==> src/sv/pbe_pkg.sv <==
// Shared types and constants of the PackBits encoder.
// No dependencies; imported by pbe_ctrl, pbe_datapath and packbits_encoder.
package pbe_pkg;

    // Longest run or literal stretch that one header codes (2 to 128)
    localparam int MAX_LEN = 32;
    // Width of the group length register and of the coded bytes
    localparam int LEN_W   = 8;
    localparam int BYTE_W  = 8;
    // Width of an index into the literal memory
    localparam int IDX_W   = (MAX_LEN > 1) ? $clog2(MAX_LEN) : 1;

    localparam logic [BYTE_W-1:0] END_MARK = 8'd128;
    localparam logic [8:0]        RUN_BASE = 9'd257;

    // Group phase codes
    localparam logic [1:0] PH_EMPTY = 2'd0;
    localparam logic [1:0] PH_ONE   = 2'd1;
    localparam logic [1:0] PH_RUN   = 2'd2;
    localparam logic [1:0] PH_LIT   = 2'd3;

    // Source of an emitted byte
    localparam logic [1:0] SRC_HDR  = 2'd0;
    localparam logic [1:0] SRC_MEM  = 2'd1;
    localparam logic [1:0] SRC_TAIL = 2'd2;
    localparam logic [1:0] SRC_MARK = 2'd3;

    typedef struct packed {
        logic [BYTE_W-1:0] data_byte;
        logic              end_of_stream;
    } t_in_item;

    typedef struct packed {
        logic [BYTE_W-1:0] out_byte;
        logic              last_of_burst;
    } t_out_item;

    // Controller to datapath
    typedef struct packed {
        logic       load;     // take the input transaction, update group state
        logic       rd_clr;   // point the literal read at entry zero
        logic       rd_inc;   // step the literal read
        logic       emit;     // load the output register
        logic [1:0] src;
        logic       grp;      // 0 group closed by the byte, 1 end-of-stream flush
        logic       last;
    } t_cmd;

    // Datapath to controller
    typedef struct packed {
        logic g1_en;
        logic g2_en;
        logic mark_en;
        logic cur_has_mem;
        logic cur_tail_en;
        logic mem_done;
        logic slot_free;
    } t_status;

endpackage

==> src/sv/pbe_ctrl.sv <==
// Burst sequencer of the PackBits encoder.
// Depends on pbe_pkg; drives the command struct of pbe_datapath.
module pbe_ctrl
    import pbe_pkg::*;
(
    input  logic    i_clk,
    input  logic    i_rst_n,
    input  logic    i_in_valid,
    output logic    o_in_ready,
    input  t_status i_st,
    output t_cmd    o_cmd
);

    localparam logic [2:0] S_IDLE  = 3'd0;
    localparam logic [2:0] S_START = 3'd1;
    localparam logic [2:0] S_HDR   = 3'd2;
    localparam logic [2:0] S_MEM   = 3'd3;
    localparam logic [2:0] S_TAIL  = 3'd4;
    localparam logic [2:0] S_MARK  = 3'd5;

    logic [2:0] r_state, n_state;
    logic       r_grp, n_grp;
    logic [2:0] after_state;
    logic       after_grp;

    assign o_in_ready = (r_state == S_IDLE);

    // Where to go once the current group is out
    always_comb begin
        after_grp = r_grp;
        if (!r_grp && i_st.g2_en) begin
            after_state = S_HDR;
            after_grp   = 1'b1;
        end else if (i_st.mark_en) begin
            after_state = S_MARK;
        end else begin
            after_state = S_IDLE;
        end
    end

    always_comb begin
        n_state = r_state;
        n_grp   = r_grp;
        o_cmd   = '0;
        o_cmd.grp = r_grp;
        case (r_state)
            S_IDLE: begin
                if (i_in_valid) begin
                    o_cmd.load = 1'b1;
                    n_state    = S_START;
                end
            end
            S_START: begin
                o_cmd.rd_clr = 1'b1;
                if (i_st.g1_en) begin
                    n_state = S_HDR;
                    n_grp   = 1'b0;
                end else if (i_st.g2_en) begin
                    n_state = S_HDR;
                    n_grp   = 1'b1;
                end else if (i_st.mark_en) begin
                    n_state = S_MARK;
                end else begin
                    n_state = S_IDLE;
                end
            end
            S_HDR: begin
                if (i_st.slot_free) begin
                    o_cmd.emit = 1'b1;
                    o_cmd.src  = SRC_HDR;
                    if (i_st.cur_has_mem) begin
                        n_state = S_MEM;
                    end else if (i_st.cur_tail_en) begin
                        n_state = S_TAIL;
                    end else begin
                        n_state = after_state;
                        n_grp   = after_grp;
                    end
                end
            end
            S_MEM: begin
                if (i_st.slot_free) begin
                    o_cmd.emit   = 1'b1;
                    o_cmd.src    = SRC_MEM;
                    o_cmd.rd_inc = 1'b1;
                    if (i_st.mem_done) begin
                        if (i_st.cur_tail_en) begin
                            n_state = S_TAIL;
                        end else begin
                            n_state = after_state;
                            n_grp   = after_grp;
                        end
                    end
                end
            end
            S_TAIL: begin
                if (i_st.slot_free) begin
                    o_cmd.emit = 1'b1;
                    o_cmd.src  = SRC_TAIL;
                    n_state    = after_state;
                    n_grp      = after_grp;
                end
            end
            S_MARK: begin
                if (i_st.slot_free) begin
                    o_cmd.emit = 1'b1;
                    o_cmd.src  = SRC_MARK;
                    n_state    = S_IDLE;
                end
            end
            default: begin
                n_state = S_IDLE;
            end
        endcase
        o_cmd.last = (n_state == S_IDLE);
    end

    always_ff @(posedge i_clk) begin
        if (!i_rst_n) begin
            r_state <= S_IDLE;
            r_grp   <= 1'b0;
        end else begin
            r_state <= n_state;
            r_grp   <= n_grp;
        end
    end

endmodule

==> src/sv/pbe_datapath.sv <==
// Group state, literal memory, burst plan and output register of the encoder.
// Depends on pbe_pkg; commanded by pbe_ctrl.
module pbe_datapath
    import pbe_pkg::*;
(
    input  logic      i_clk,
    input  logic      i_rst_n,
    input  t_in_item  i_item,
    input  t_cmd      i_cmd,
    output t_status   o_st,
    output logic      o_out_valid,
    input  logic      i_out_ready,
    output t_out_item o_out
);

    typedef struct packed {
        logic              en;
        logic [BYTE_W-1:0] hdr;
        logic [IDX_W-1:0]  cnt;     // bytes read from the literal memory
        logic              tail_en;
        logic [BYTE_W-1:0] tail;
    } t_group;

    // Group state
    logic [1:0]        r_phase, n_phase;
    logic [BYTE_W-1:0] r_rep, n_rep;
    logic [LEN_W-1:0]  r_len, n_len;
    logic [BYTE_W-1:0] r_last, n_last;   // newest byte of the pending group

    // Literal memory: entries 0 .. len-2 of a literal, the newest byte sits in r_last
    logic [BYTE_W-1:0] r_mem [MAX_LEN];
    logic              wr_en;
    logic [IDX_W-1:0]  wr_addr;
    logic [IDX_W-1:0]  r_rd_idx, rd_addr;
    logic [BYTE_W-1:0] r_rd_q;

    // Burst plan
    t_group r_g1, r_g2, n_g1, n_g2, cur;
    logic   r_mark, n_mark;

    logic              r_out_valid;
    t_out_item         r_out;
    logic [BYTE_W-1:0] emit_byte;

    logic [LEN_W-1:0]  len_c, len_e;
    logic [BYTE_W-1:0] b;

    function automatic logic [LEN_W-1:0] clamp_len(input logic [LEN_W-1:0] n);
        logic [LEN_W-1:0] r;
        r = n;
        if (n < LEN_W'(2)) begin
            r = LEN_W'(2);
        end else if (n > LEN_W'(MAX_LEN)) begin
            r = LEN_W'(MAX_LEN);
        end
        return r;
    endfunction

    function automatic logic [BYTE_W-1:0] run_hdr(input logic [LEN_W-1:0] n);
        return BYTE_W'(RUN_BASE - 9'(n));
    endfunction

    assign b     = i_item.data_byte;
    assign len_c = clamp_len(r_len);

    always_comb begin
        n_phase = r_phase;
        n_rep   = r_rep;
        n_len   = r_len;
        n_last  = r_last;
        wr_en   = 1'b0;
        wr_addr = '0;
        n_g1    = '0;
        n_g2    = '0;
        n_mark  = 1'b0;
        len_e   = '0;
        case (r_phase)
            PH_EMPTY: begin
                n_last  = b;
                n_len   = LEN_W'(1);
                n_phase = PH_ONE;
            end
            PH_ONE: begin
                if (b == r_last) begin
                    n_rep   = b;
                    n_len   = LEN_W'(2);
                    n_phase = PH_RUN;
                end else begin
                    wr_en   = 1'b1;
                    n_last  = b;
                    n_len   = LEN_W'(2);
                    n_phase = PH_LIT;
                end
            end
            PH_RUN: begin
                if (b == r_rep && len_c < LEN_W'(MAX_LEN)) begin
                    n_len = len_c + LEN_W'(1);
                end else begin
                    n_g1.en      = 1'b1;
                    n_g1.hdr     = run_hdr(len_c);
                    n_g1.tail_en = 1'b1;
                    n_g1.tail    = r_rep;
                    n_last       = b;
                    n_len        = LEN_W'(1);
                    n_phase      = PH_ONE;
                end
            end
            PH_LIT: begin
                if (b == r_last) begin
                    // Literal minus its newest byte goes out; that byte and b form a run
                    n_g1.en  = 1'b1;
                    n_g1.hdr = BYTE_W'(len_c - LEN_W'(2));
                    n_g1.cnt = IDX_W'(len_c - LEN_W'(1));
                    n_rep    = b;
                    n_len    = LEN_W'(2);
                    n_phase  = PH_RUN;
                end else if (len_c < LEN_W'(MAX_LEN)) begin
                    wr_en   = 1'b1;
                    wr_addr = IDX_W'(len_c - LEN_W'(1));
                    n_last  = b;
                    n_len   = len_c + LEN_W'(1);
                end else begin
                    n_g1.en      = 1'b1;
                    n_g1.hdr     = BYTE_W'(len_c - LEN_W'(1));
                    n_g1.cnt     = IDX_W'(len_c - LEN_W'(1));
                    n_g1.tail_en = 1'b1;
                    n_g1.tail    = r_last;
                    n_last       = b;
                    n_len        = LEN_W'(1);
                    n_phase      = PH_ONE;
                end
            end
            default: begin
                n_phase = PH_EMPTY;
            end
        endcase

        if (i_item.end_of_stream) begin
            len_e        = clamp_len(n_len);
            n_g2.tail_en = 1'b1;
            case (n_phase)
                PH_ONE: begin
                    n_g2.en   = 1'b1;
                    n_g2.tail = n_last;
                end
                PH_RUN: begin
                    n_g2.en   = 1'b1;
                    n_g2.hdr  = run_hdr(len_e);
                    n_g2.tail = n_rep;
                end
                PH_LIT: begin
                    n_g2.en   = 1'b1;
                    n_g2.hdr  = BYTE_W'(len_e - LEN_W'(1));
                    n_g2.cnt  = IDX_W'(len_e - LEN_W'(1));
                    n_g2.tail = n_last;
                end
                default: begin
                    n_g2.tail_en = 1'b0;
                end
            endcase
            n_mark  = 1'b1;
            n_phase = PH_EMPTY;
            n_len   = '0;
        end
    end

    always_ff @(posedge i_clk) begin
        if (!i_rst_n) begin
            r_phase <= PH_EMPTY;
            r_rep   <= '0;
            r_len   <= '0;
            r_g1    <= '0;
            r_g2    <= '0;
            r_mark  <= 1'b0;
        end else if (i_cmd.load) begin
            r_phase <= n_phase;
            r_rep   <= n_rep;
            r_len   <= n_len;
            r_g1    <= n_g1;
            r_g2    <= n_g2;
            r_mark  <= n_mark;
        end
    end

    always_ff @(posedge i_clk) begin
        if (i_cmd.load) begin
            r_last <= n_last;
        end
    end

    // Literal memory: write on a taken transaction, registered read
    always_comb begin
        rd_addr = r_rd_idx;
        if (i_cmd.rd_clr) begin
            rd_addr = '0;
        end else if (i_cmd.rd_inc) begin
            rd_addr = r_rd_idx + IDX_W'(1);
        end
    end

    always_ff @(posedge i_clk) begin
        if (i_cmd.load && wr_en) begin
            r_mem[wr_addr] <= r_last;
        end
        r_rd_q <= r_mem[rd_addr];
    end

    always_ff @(posedge i_clk) begin
        if (!i_rst_n) begin
            r_rd_idx <= '0;
        end else begin
            r_rd_idx <= rd_addr;
        end
    end

    assign cur = i_cmd.grp ? r_g2 : r_g1;

    always_comb begin
        case (i_cmd.src)
            SRC_HDR:  emit_byte = cur.hdr;
            SRC_MEM:  emit_byte = r_rd_q;
            SRC_TAIL: emit_byte = cur.tail;
            SRC_MARK: emit_byte = END_MARK;
            default:  emit_byte = END_MARK;
        endcase
    end

    // Output register
    always_ff @(posedge i_clk) begin
        if (!i_rst_n) begin
            r_out_valid <= 1'b0;
        end else if (i_cmd.emit) begin
            r_out_valid <= 1'b1;
        end else if (i_out_ready) begin
            r_out_valid <= 1'b0;
        end
    end

    always_ff @(posedge i_clk) begin
        if (i_cmd.emit) begin
            r_out.out_byte      <= emit_byte;
            r_out.last_of_burst <= i_cmd.last;
        end
    end

    assign o_out_valid = r_out_valid;
    assign o_out       = r_out;

    assign o_st.g1_en       = r_g1.en;
    assign o_st.g2_en       = r_g2.en;
    assign o_st.mark_en     = r_mark;
    assign o_st.cur_has_mem = (cur.cnt != '0);
    assign o_st.cur_tail_en = cur.tail_en;
    assign o_st.mem_done    = (r_rd_idx == cur.cnt - IDX_W'(1));
    assign o_st.slot_free   = !r_out_valid || i_out_ready;

endmodule

==> src/sv/packbits_encoder.sv <==
// Top level of the PackBits run-length encoder.
// Depends on pbe_pkg, pbe_ctrl and pbe_datapath.
//
//  channel  | direction | handshake          | payload
//  ---------+-----------+--------------------+-----------------------------------
//  input    | in        | i_valid / o_ready  | i_data : data_byte, end_of_stream
//  output   | out       | o_valid / i_ready  | o_data : out_byte, last_of_burst
//
// Sequence: an item is taken, then dispatched, which also primes the literal
//   memory read, then its coded bytes go out (none for most bytes inside a run
//   or literal). The single output register moves one coded byte per cycle
//   while i_ready does not stall it, which sets the length of a flush.
// Reset: synchronous and active low; the group state returns to empty. The
//   literal memory is not cleared: only written entries are ever read.
// Stalls: a low i_ready holds the sequencer on the byte in the output register;
//   o_ready stays low until the last coded byte of the current item has been
//   loaded into the output register, so the next transaction may overlap it.
module packbits_encoder
    import pbe_pkg::*;
(
    input  logic      i_clk,
    input  logic      i_rst_n,
    input  logic      i_valid,
    output logic      o_ready,
    input  t_in_item  i_data,
    output logic      o_valid,
    input  logic      i_ready,
    output t_out_item o_data
);

    t_cmd    cmd;
    t_status st;

    // Sequencer: takes one transaction, then walks header, memory bytes, tail
    // and end marker of the planned burst
    pbe_ctrl u_ctrl (
        .i_clk      (i_clk),
        .i_rst_n    (i_rst_n),
        .i_in_valid (i_valid),
        .o_in_ready (o_ready),
        .i_st       (st),
        .o_cmd      (cmd)
    );

    // Datapath: group state update and burst plan on a taken transaction,
    // literal memory and output register
    pbe_datapath u_dp (
        .i_clk       (i_clk),
        .i_rst_n     (i_rst_n),
        .i_item      (i_data),
        .i_cmd       (cmd),
        .o_st        (st),
        .o_out_valid (o_valid),
        .i_out_ready (i_ready),
        .o_out       (o_data)
    );

endmodule
==> config.mk <==
export PLATFORM = sky130hd
export DESIGN_NAME = packbits_encoder
export DESIGN_NICKNAME = d
export VERILOG_FILES = /design/src/sv/pbe_pkg.sv /design/src/sv/pbe_ctrl.sv /design/src/sv/pbe_datapath.sv /design/src/sv/packbits_encoder.sv
export SDC_FILE = /design/constraint.sdc
export NUM_CORES = 1
export LEC_CHECK = 0
export ABC_AREA = 1
export BUFFER_PORTS_ARGS = -buffer_cell sky130_fd_sc_hd__clkbuf_2
export CAP_MARGIN = 0
export CORE_MARGIN = 5
export CORE_UTILIZATION = 60
export CTS_CLUSTER_SIZE = 40
export DETAILED_ROUTE_END_ITERATION = 7
export GPL_TIMING_DRIVEN = 0
export HOLD_SLACK_MARGIN = 0.02
export MAX_ROUTING_LAYER = met4
export PLACE_DENSITY = 0.76
export SLEW_MARGIN = 20
export SYNTH_ARGS = -nofsm -noshare
export SYNTH_HDL_FRONTEND = slang
export SYNTH_HIERARCHICAL = 1
export SYNTH_SLANG_ARGS = --single-unit
==> constraint.sdc <==
create_clock -name i_clk -period 3.4 [get_ports i_clk]
set_input_delay 0.34 -clock i_clk [delete_from_list [all_inputs] [get_ports i_clk]]
set_output_delay 0.34 -clock i_clk [all_outputs]
set_load 0.005 [all_outputs]
==> results of run 1 <==
synth_stat cells (6+ instances only):
library cell,n
nor2_1,236
xnor2_1,12
inv_1,76
nand2_1,223
o22ai_1,13
a311oi_1,8
a21oi_1,64
nand3_1,46
clkbuf_1,60
inv_2,18
nand2_2,11
nand3_2,6
dfxtp_1,82
nand4_1,7
xor2_1,8
edfxtp_1,273
and3_1,7
nor2_2,18
buf_2,10
nor2_4,6
a31oi_1,9
o221ai_1,81
buf_4,6
o21ai_0,176
ha_1,9
how the worst min path moves through the flow:
stage | from | endpoint | slack [ns] | depth (start not counted)
2_1_floorplan | u_dp/r_len[6] | u_dp/r_len[6] | 0.43 | 2
3_3_place_gp | u_dp/r_len[6] | u_dp/r_len[6] | 0.44 | 2
3_5_place_dp | u_dp/r_len[6] | u_dp/r_len[6] | 0.44 | 2
4_1_cts | i_data[0] | u_dp/r_g2[3] | 0.12 | 3
5_1_grt | i_data[0] | u_dp/r_g2[3] | 0.15 | 3
6_report | i_data[0] | u_dp/r_g2[3] | 0.14 | 3
state kept, by name, summed over array words and instances (netlist names), 2 cells and up:
name            flops
u_dp/r_last         8
u_dp/r_len          8
u_dp/r_g1          22
u_dp/r_g2          21
u_dp/o_out          9
u_dp/r_rd_idx       5
u_dp/r_phase        2
u_dp/r_rep          8
u_dp/o_st           2
u_ctrl/r_state      3
u_dp/r_mem        256
u_dp/r_rd_q         8
worst reg2reg max path, cell delays in order (launching register included):
cell	delay, ns
dfxtp_1	0.47
inv_1	0.15
nor3_4	0.38
inv_1	0.09
nand2_1	0.08
nor2_1	0.12
inv_1	0.23
clkbuf_1	0.62
o221ai_1	0.41
a311oi_1	0.55
a31oi_1	0.09
repair_timing:
action / in CTS / in global routing
resized for setup: 68 / 23
pin swaps: 2 / 5
hold endpoints to repair: 0 / 0
buffers inserted: 13 / 5
setup endpoints to repair: 274 / 274
placed cells by master, fill, tap and decap left out, types with 8 or more instances in the layout:
master and instances:
a21oi_1 64, dfxtp_1 82, inv_1 75, nor2_1 210, o221ai_1 81, buf_2 10
clkbuf_2 34, nor2_2 10, nor2_4 40, nand3_1 46, clkbuf_16 38, a31oi_1 9
inv_2 18, xnor2_1 12, o21ai_0 176, nand2_1 223, buf_4 16, edfxtp_1 273
o22ai_1 13, a311oi_1 8, nand2_2 11, clkbuf_1 57, clkinv_1 8
final cells by class:
class                   instances  area, um^2
well taps                     335       419.2
fillers                      1804        7735
inverters                      99       381.6
clock buffers                  47       984.7
flip-flops and latches        355        9839
plain buffers                  79       345.3
clock inverters                19       282.8
multi-input cells             987        5534
repair buffers                 48       462.9
power by group:
part / internal (mW) / total, mW / switching [mW]
Combinational: 0.187 / 0.651 / 0.464
Sequential: 4.76 / 4.80 / 0.0376
Clock: 2.59 / 4.22 / 1.64
layer usage:
layer  track usage [%]  share of wire [%]  vias to the layer above  routed length [um]
met5                 -                  0                        -                   0
met4             10.36                3.9                        0                1784
met2             46.32                 45                      903               20290
met1             43.05                 38                     6006               17260
li1                  -                  -                     5586                   -
met3             6.882                 13                      161                5921
kinds of logic (layout without fill, tap and decap cells):
| kind of cell | count (synthesis) | after routing |
|---|---|---|
| XOR/XNOR | 21 | 21 |
| buffers and inverters | 178 | 292 |
| multiplexers | 4 | 4 |
| AO/OA/AOI/OAI | 370 | 370 |
| AND/OR/NAND/NOR | 583 | 583 |
| adder cells (fa/ha/maj) | 9 | 9 |
| flip-flops | 355 | 355 |
==> results by group, run 1 <==
Status
  • Status: completed

Yosys
  • Area share of xor/xnor cells in the synthesized design: 1.214%
  • Async SR Flop Fraction: 0%
  • Post-synthesis mux area share: 0.2540%
  • Number of synthesized register bits: 355
  • Distinct cells, synth: 50
  • Post-synthesis compound-gate area fraction: 14.37%
  • Largest family of logic cells by synthesized area: simple AND/OR/NAND/NOR gates
  • Synthesized net count: 1542
  • Area share of and/or/nand/nor cells after synthesis: 16.53%
  • Number of synthesized flops with an enable pin: 273
  • Synth Instances: 1520
  • Biggest area consumer among synthesized cells: edfxtp_1
  • Cell Area, Synth: 15770 um^2
  • Ys flop type: edfxtp_1
  • Post-Syn Area per Cell: 10.37 um^2
  • Area share of fa/ha/maj cells after synthesis: 0.7143%
  • Share of Yosys cell area claimed by the top area cell type: 52.00%
  • Yosys warning total: 6
  • Synth area leaders: edfxtp_1 (52%), dfxtp_1 (10%), nor2_1 (5.6%)
  • Seq/Total Area, Yosys: 62.41%

Routing
  • Vias: 12660
  • DRT Pass-1 Iters: 6
  • Via density: 6.428
  • Violation count after the first detailed-routing iteration: 1877
  • Wirelength, routed: 45.26 mm
  • Wire length per cell: 22.99 um
  • Post-DRT Antenna Nets: 0
  • DR DRC count: 0

Finish
  • Share of cells above drive strength 1: 14.93%
  • Final Cell Area: 18250 um^2
  • Nets: 1628
  • Final Util: 70.23%
  • Antenna diodes: 0
  • Synth-to-Final Area Change: 15.76%
  • Post-Layout Cell Count: 1969

Timing
  • Tcrit/Tclk final: 97.96%
  • Max-slew headroom: 34.60%
  • Endpoints failing hold: 0
  • TNS Setup: 0 ns
  • Worst Tran Pin Value: 0.9809 ns
  • Final setup margin: 0.06937 ns
  • Shortest period the worst path allows: 3.331 ns
  • Clock skew: 0.02064 ns
  • Fin Hold WS: 0.1371 ns
  • Max Fclk: 300.2 MHz
  • Final Slew Violations: 0
  • Finish-stage setup viols: 0

Critical path
  • Worst R2R Setup Slack: 0.07 ns
  • Worst Setup SP: u_ctrl/r_state[0]
  • Crit path depth: 10
  • CP Max Fanout: 10
  • Largest stage delay on the critical path: 0.61 ns
  • Crit. End Element: flop
  • Worst reg2reg path startpoint: u_ctrl/r_state[0]
  • CP Buf/Inv Count: 4
  • Crit-path leading delay family: buffers and inverters
  • Worst reg-to-reg path cell count: 10
  • Startpoint Class: flop
  • Most common cell on crit path: inv_1
  • Critical path cell sequence: inv_1 > nor3_4 > inv_1 > nand2_1 > nor2_1 > inv_1 > clkbuf_1 > o221ai_1 > a311oi_1 > a31oi_1
  • Crit-path slowest cell: clkbuf_1
  • Crit Path Category: reg -> reg
  • R2r endpoint: u_dp/r_rd_q[3]
  • Worst EP required: 3.78 ns
  • CP arrival: 3.71 ns
  • Worst setup path endpoint: u_dp/r_rd_q[3]

Pwr
  • Final Power: 9.679 mW
  • Lkg Pwr: 6.372 nW
  • Maximum VDD drop: 0.0004823 V
  • PD cells: 530.3 nW/um^2

Global route
  • Remaining Overflow, GRT: 0
  • Pin count of the biggest net entering global routing: 25
  • First-pass GRT wire length: 67.70 mm
  • Vias in the first global route: 11700
  • GRT Total Usage: 31.11%
  • Initial antenna violation count: 1

Clocking
  • CTS buffer count: 36
  • CTS tree: built
  • Clock Latency Late Sink: 0.53 ns
  • CTS max path bufs: 3
  • CTS hold repair buffers: 0
  • H-tree depth: 2
  • Worst-path clk slew: 0.06 ns
  • Root Driver: clkbuf_16
  • Clock sink count: 355

Place
  • Port Buffer Count: 23
  • # placed instances: 1885
  • GPL Wtd Cong: 1.007
  • Pre-CTS WS: -0.8405 ns
  • DP Wirelength: 29.73 mm
  • Placed inst area: 16430 um^2

Floorplanning
  • Core ar.: 25980 um^2
  • Die Area: 29620 um^2
  • FP Rows: 59
  • I/O pin count: 24
  • Initial Util: 60.67%
  • Die width: 172.1 um
  • Die height: 172.1 um

Job
  • Number of max-cap violations: 0

Min path
  • Min-Delay Path Class: in -> reg
No activity file was read; power rests on OpenSTA's default activity.
==> inputs of run 2 (changes only) <==
--- a/config.mk
+++ b/config.mk
@@ -12,10 +12,11 @@
 export CORE_UTILIZATION = 60
 export CTS_CLUSTER_SIZE = 40
 export DETAILED_ROUTE_END_ITERATION = 7
+export GPL_ROUTABILITY_DRIVEN = 0
 export GPL_TIMING_DRIVEN = 0
 export HOLD_SLACK_MARGIN = 0.02
 export MAX_ROUTING_LAYER = met4
-export PLACE_DENSITY = 0.76
+export PLACE_DENSITY = 0.82
 export SLEW_MARGIN = 20
 export SYNTH_ARGS = -nofsm -noshare
 export SYNTH_HDL_FRONTEND = slang
==> run 2 against run 1 <==
  * The run now ends with negative setup slack left
  * Hold slack worse by 0.025 ns
  * Die area stayed put
  * Cell count hardly changed
  * Clock skew is 0.0094 ns higher
  * Worst setup slack worse by 0.096 ns
  * Wire length is 1.1% higher
  * Final area is 0.95% lower
  * Fmax is 2.8% lower
  * Register-to-register slack worse by 0.096 ns
  * Flip-flop and latch count stayed put
  * Largest power group unchanged
  * Sequential power hardly changed
  * Core utilization is 0.66 points lower
  * Critical endpoint is now u_dp/r_mem[13][5]
==> results by group, run 2 (same netlist as run 1, synthesis figures left out) <==
Finish
  • Number of flip-flops under the largest register name: 256
  • Commonest cells after routing, fill and taps aside: edfxtp_1 (273), nand2_1 (222), nor2_1 (210)
  • Commonest non-fill, non-tap cell in the layout: edfxtp_1
  • Synth-to-Final Area Change: 14.67%
  • Nets: 1631
  • Biggest register: u_dp/r_mem
  • Share of cells above drive strength 1: 15.06%
  • Biggest regs: u_dp/r_mem x256, u_dp/r_g1 x22, u_dp/r_g2 x21

Timing
  • Final setup margin: -0.02702 ns
  • Shortest period the worst path allows: 3.427 ns
  • Max-slew headroom: 33.10%
  • Max Fclk: 291.8 MHz
  • Clock skew: 0.03008 ns
  • Endpoints failing hold: 0
  • Finish-stage setup viols: 20
  • Worst Tran Pin Value: 1.003 ns
  • Final Slew Violations: 0
  • Tcrit/Tclk final: 100.8%
  • Fin Hold WS: 0.1119 ns
  • RSZ-0062 raised after global routing: yes

Clocking
  • Clock Latency Late Sink: 0.54 ns
  • Root Driver: clkbuf_16
  • CTS buffer count: 37
  • Worst-path clk slew: 0.06 ns
  • CTS tree: built
  • H-tree depth: 2
  • Clock sink count: 355
  • CTS max path bufs: 3

Job
  • Number of max-cap violations: 0

Floorplanning
  • FP Rows: 59
  • Die height: 172.1 um
  • I/O pin count: 24
  • Die Area: 29620 um^2
  • Die width: 172.1 um
  • Initial Util: 60.67%
  • Core ar.: 25980 um^2

Critical path
  • Crit-path slowest cell: nand3_2
  • R2r endpoint: u_dp/r_mem[13][5]
  • Worst reg-to-reg path cell count: 14
  • Startpoint Class: flop
  • Worst Setup SP: u_dp/r_last[1]
  • Worst EP required: 3.58 ns
  • CP Max Fanout: 10
  • Crit. End Element: flop
  • Worst R2R Setup Slack: -0.03 ns
  • Critical path cell sequence: xnor2_1 > nand2_1 > nor2_1 > nand2_1 > buf_4 > inv_2 > nor2_4 > nand2_2 > inv_2 > nor2_4 > nand2_4 > nor2_8 > nand3_2 > nor2_4
  • Crit Path Category: reg -> reg
  • CP arrival: 3.61 ns
  • Worst reg2reg path startpoint: u_dp/r_last[1]
  • Largest stage delay on the critical path: 0.45 ns
  • Most common cell on crit path: nor2_4

Pwr
  • Maximum VDD drop: 0.0003441 V
  • PD cells: 511.9 nW/um^2
  • Final Power: 9.254 mW
  • Lkg Pwr: 6.310 nW

Global route
  • First-pass GRT wire length: 66.77 mm
  • Pin count of the biggest net entering global routing: 24
  • Remaining Overflow, GRT: 0
  • GRT Total Usage: 30.52%
  • Vias in the first global route: 12090
  • Initial antenna violation count: 1

Routing
  • DRT Pass-1 Iters: 6
  • Wire length per cell: 23.23 um
  • Post-DRT Antenna Nets: 0
  • Vias: 12860
  • Violation count after the first detailed-routing iteration: 2098
  • Via density: 6.526
  • DR DRC count: 0
  • Wirelength, routed: 45.76 mm

Status
  • Status: finished, violations left
  • Violated checks: negative setup slack

Min path
  • Worst Hold Depth: 3
  • Worst hold endpoint: u_dp/r_g2[3]
  • Min-Delay Path Class: in -> reg
  • Min-delay src: i_data[0]

Place
  • Port Buffer Count: 23
  • DP Wirelength: 29.27 mm
run 2: area by class of cell:
cell class	instances	area [um^2]
Tap cell	335	419.2
Clock inverter	12	105.1
Multi-Input combinational cell	987	5505
Clock buffer	52	1023
Buffer	78	341.6
Inverter	99	377.9
Timing Repair Buffer	51	461.7
Antenna cell	1	2.502
Fill cell	1762	7908
Sequential cell	355	9841
run 2: metrics by stage:
step                      TNS [ns]  util (%)  cells  area, um^2  setup WS (ns)
after floorplan                  0         -   1520       15770         0.4895
after global placement     -168.19     62.73   1878       16300        -0.7669
after detailed placement   -153.51     63.01   1882       16370        -0.7471
after CTS                        0     68.21   1958       17720       0.009897
after global routing        -11.72     69.57   1970       18080        -0.1878
final                      -0.3277     69.57   1970       18080       -0.02702
run 2: metal layers:
layer / vias up / routed length (um) / GRT usage [%]
met5: - / 0 / -
met4: 0 / 2241 / 12.95
met3: 197 / 6052 / 6.813
met2: 1032 / 20540 / 45.22
met1: 6045 / 16920 / 41.17
li1: 5583 / - / -
run 2: worst max-delay path, delay by kind of cell (launching register included):
kind	cells	cell delay [ns]
and+or+nand+nor	10	1.97
xor gates and xnor gates	1	0.25
buffers and inverters	3	0.43
DFF	1	0.44
run 2: worst max-delay path by stage:
stage | depth (start not counted) | end | slack [ns]
detailed placement | 14 | u_dp/r_mem[8][1] | -0.75
finish | 14 | u_dp/r_mem[13][5] | -0.03
global placement | 14 | u_dp/r_mem[8][2] | -0.77
global route | 14 | u_dp/r_mem[22][0] | -0.19
CTS | 11 | u_dp/r_rd_q[3] | 0.01
floorplan | 14 | u_dp/r_mem[16][0] | 0.49
run 2: timing repair:
| item | CTS | global route |
|---|---|---|
| hold buffers | 0 | 0 |
| endpoints found under the setup margin | 268 | 255 |
| endpoints found under the hold margin | 0 | 0 |
| gates resized for setup | 37 | 52 |
| buffers inserted | 13 | 11 |
| pin swaps | 1 | 7 |
run 2: power by group:
group          internal [mW]  switching [mW]
logic                  0.180           0.461
clock network           2.18            1.63
registers               4.77          0.0366
total                   7.13            2.13
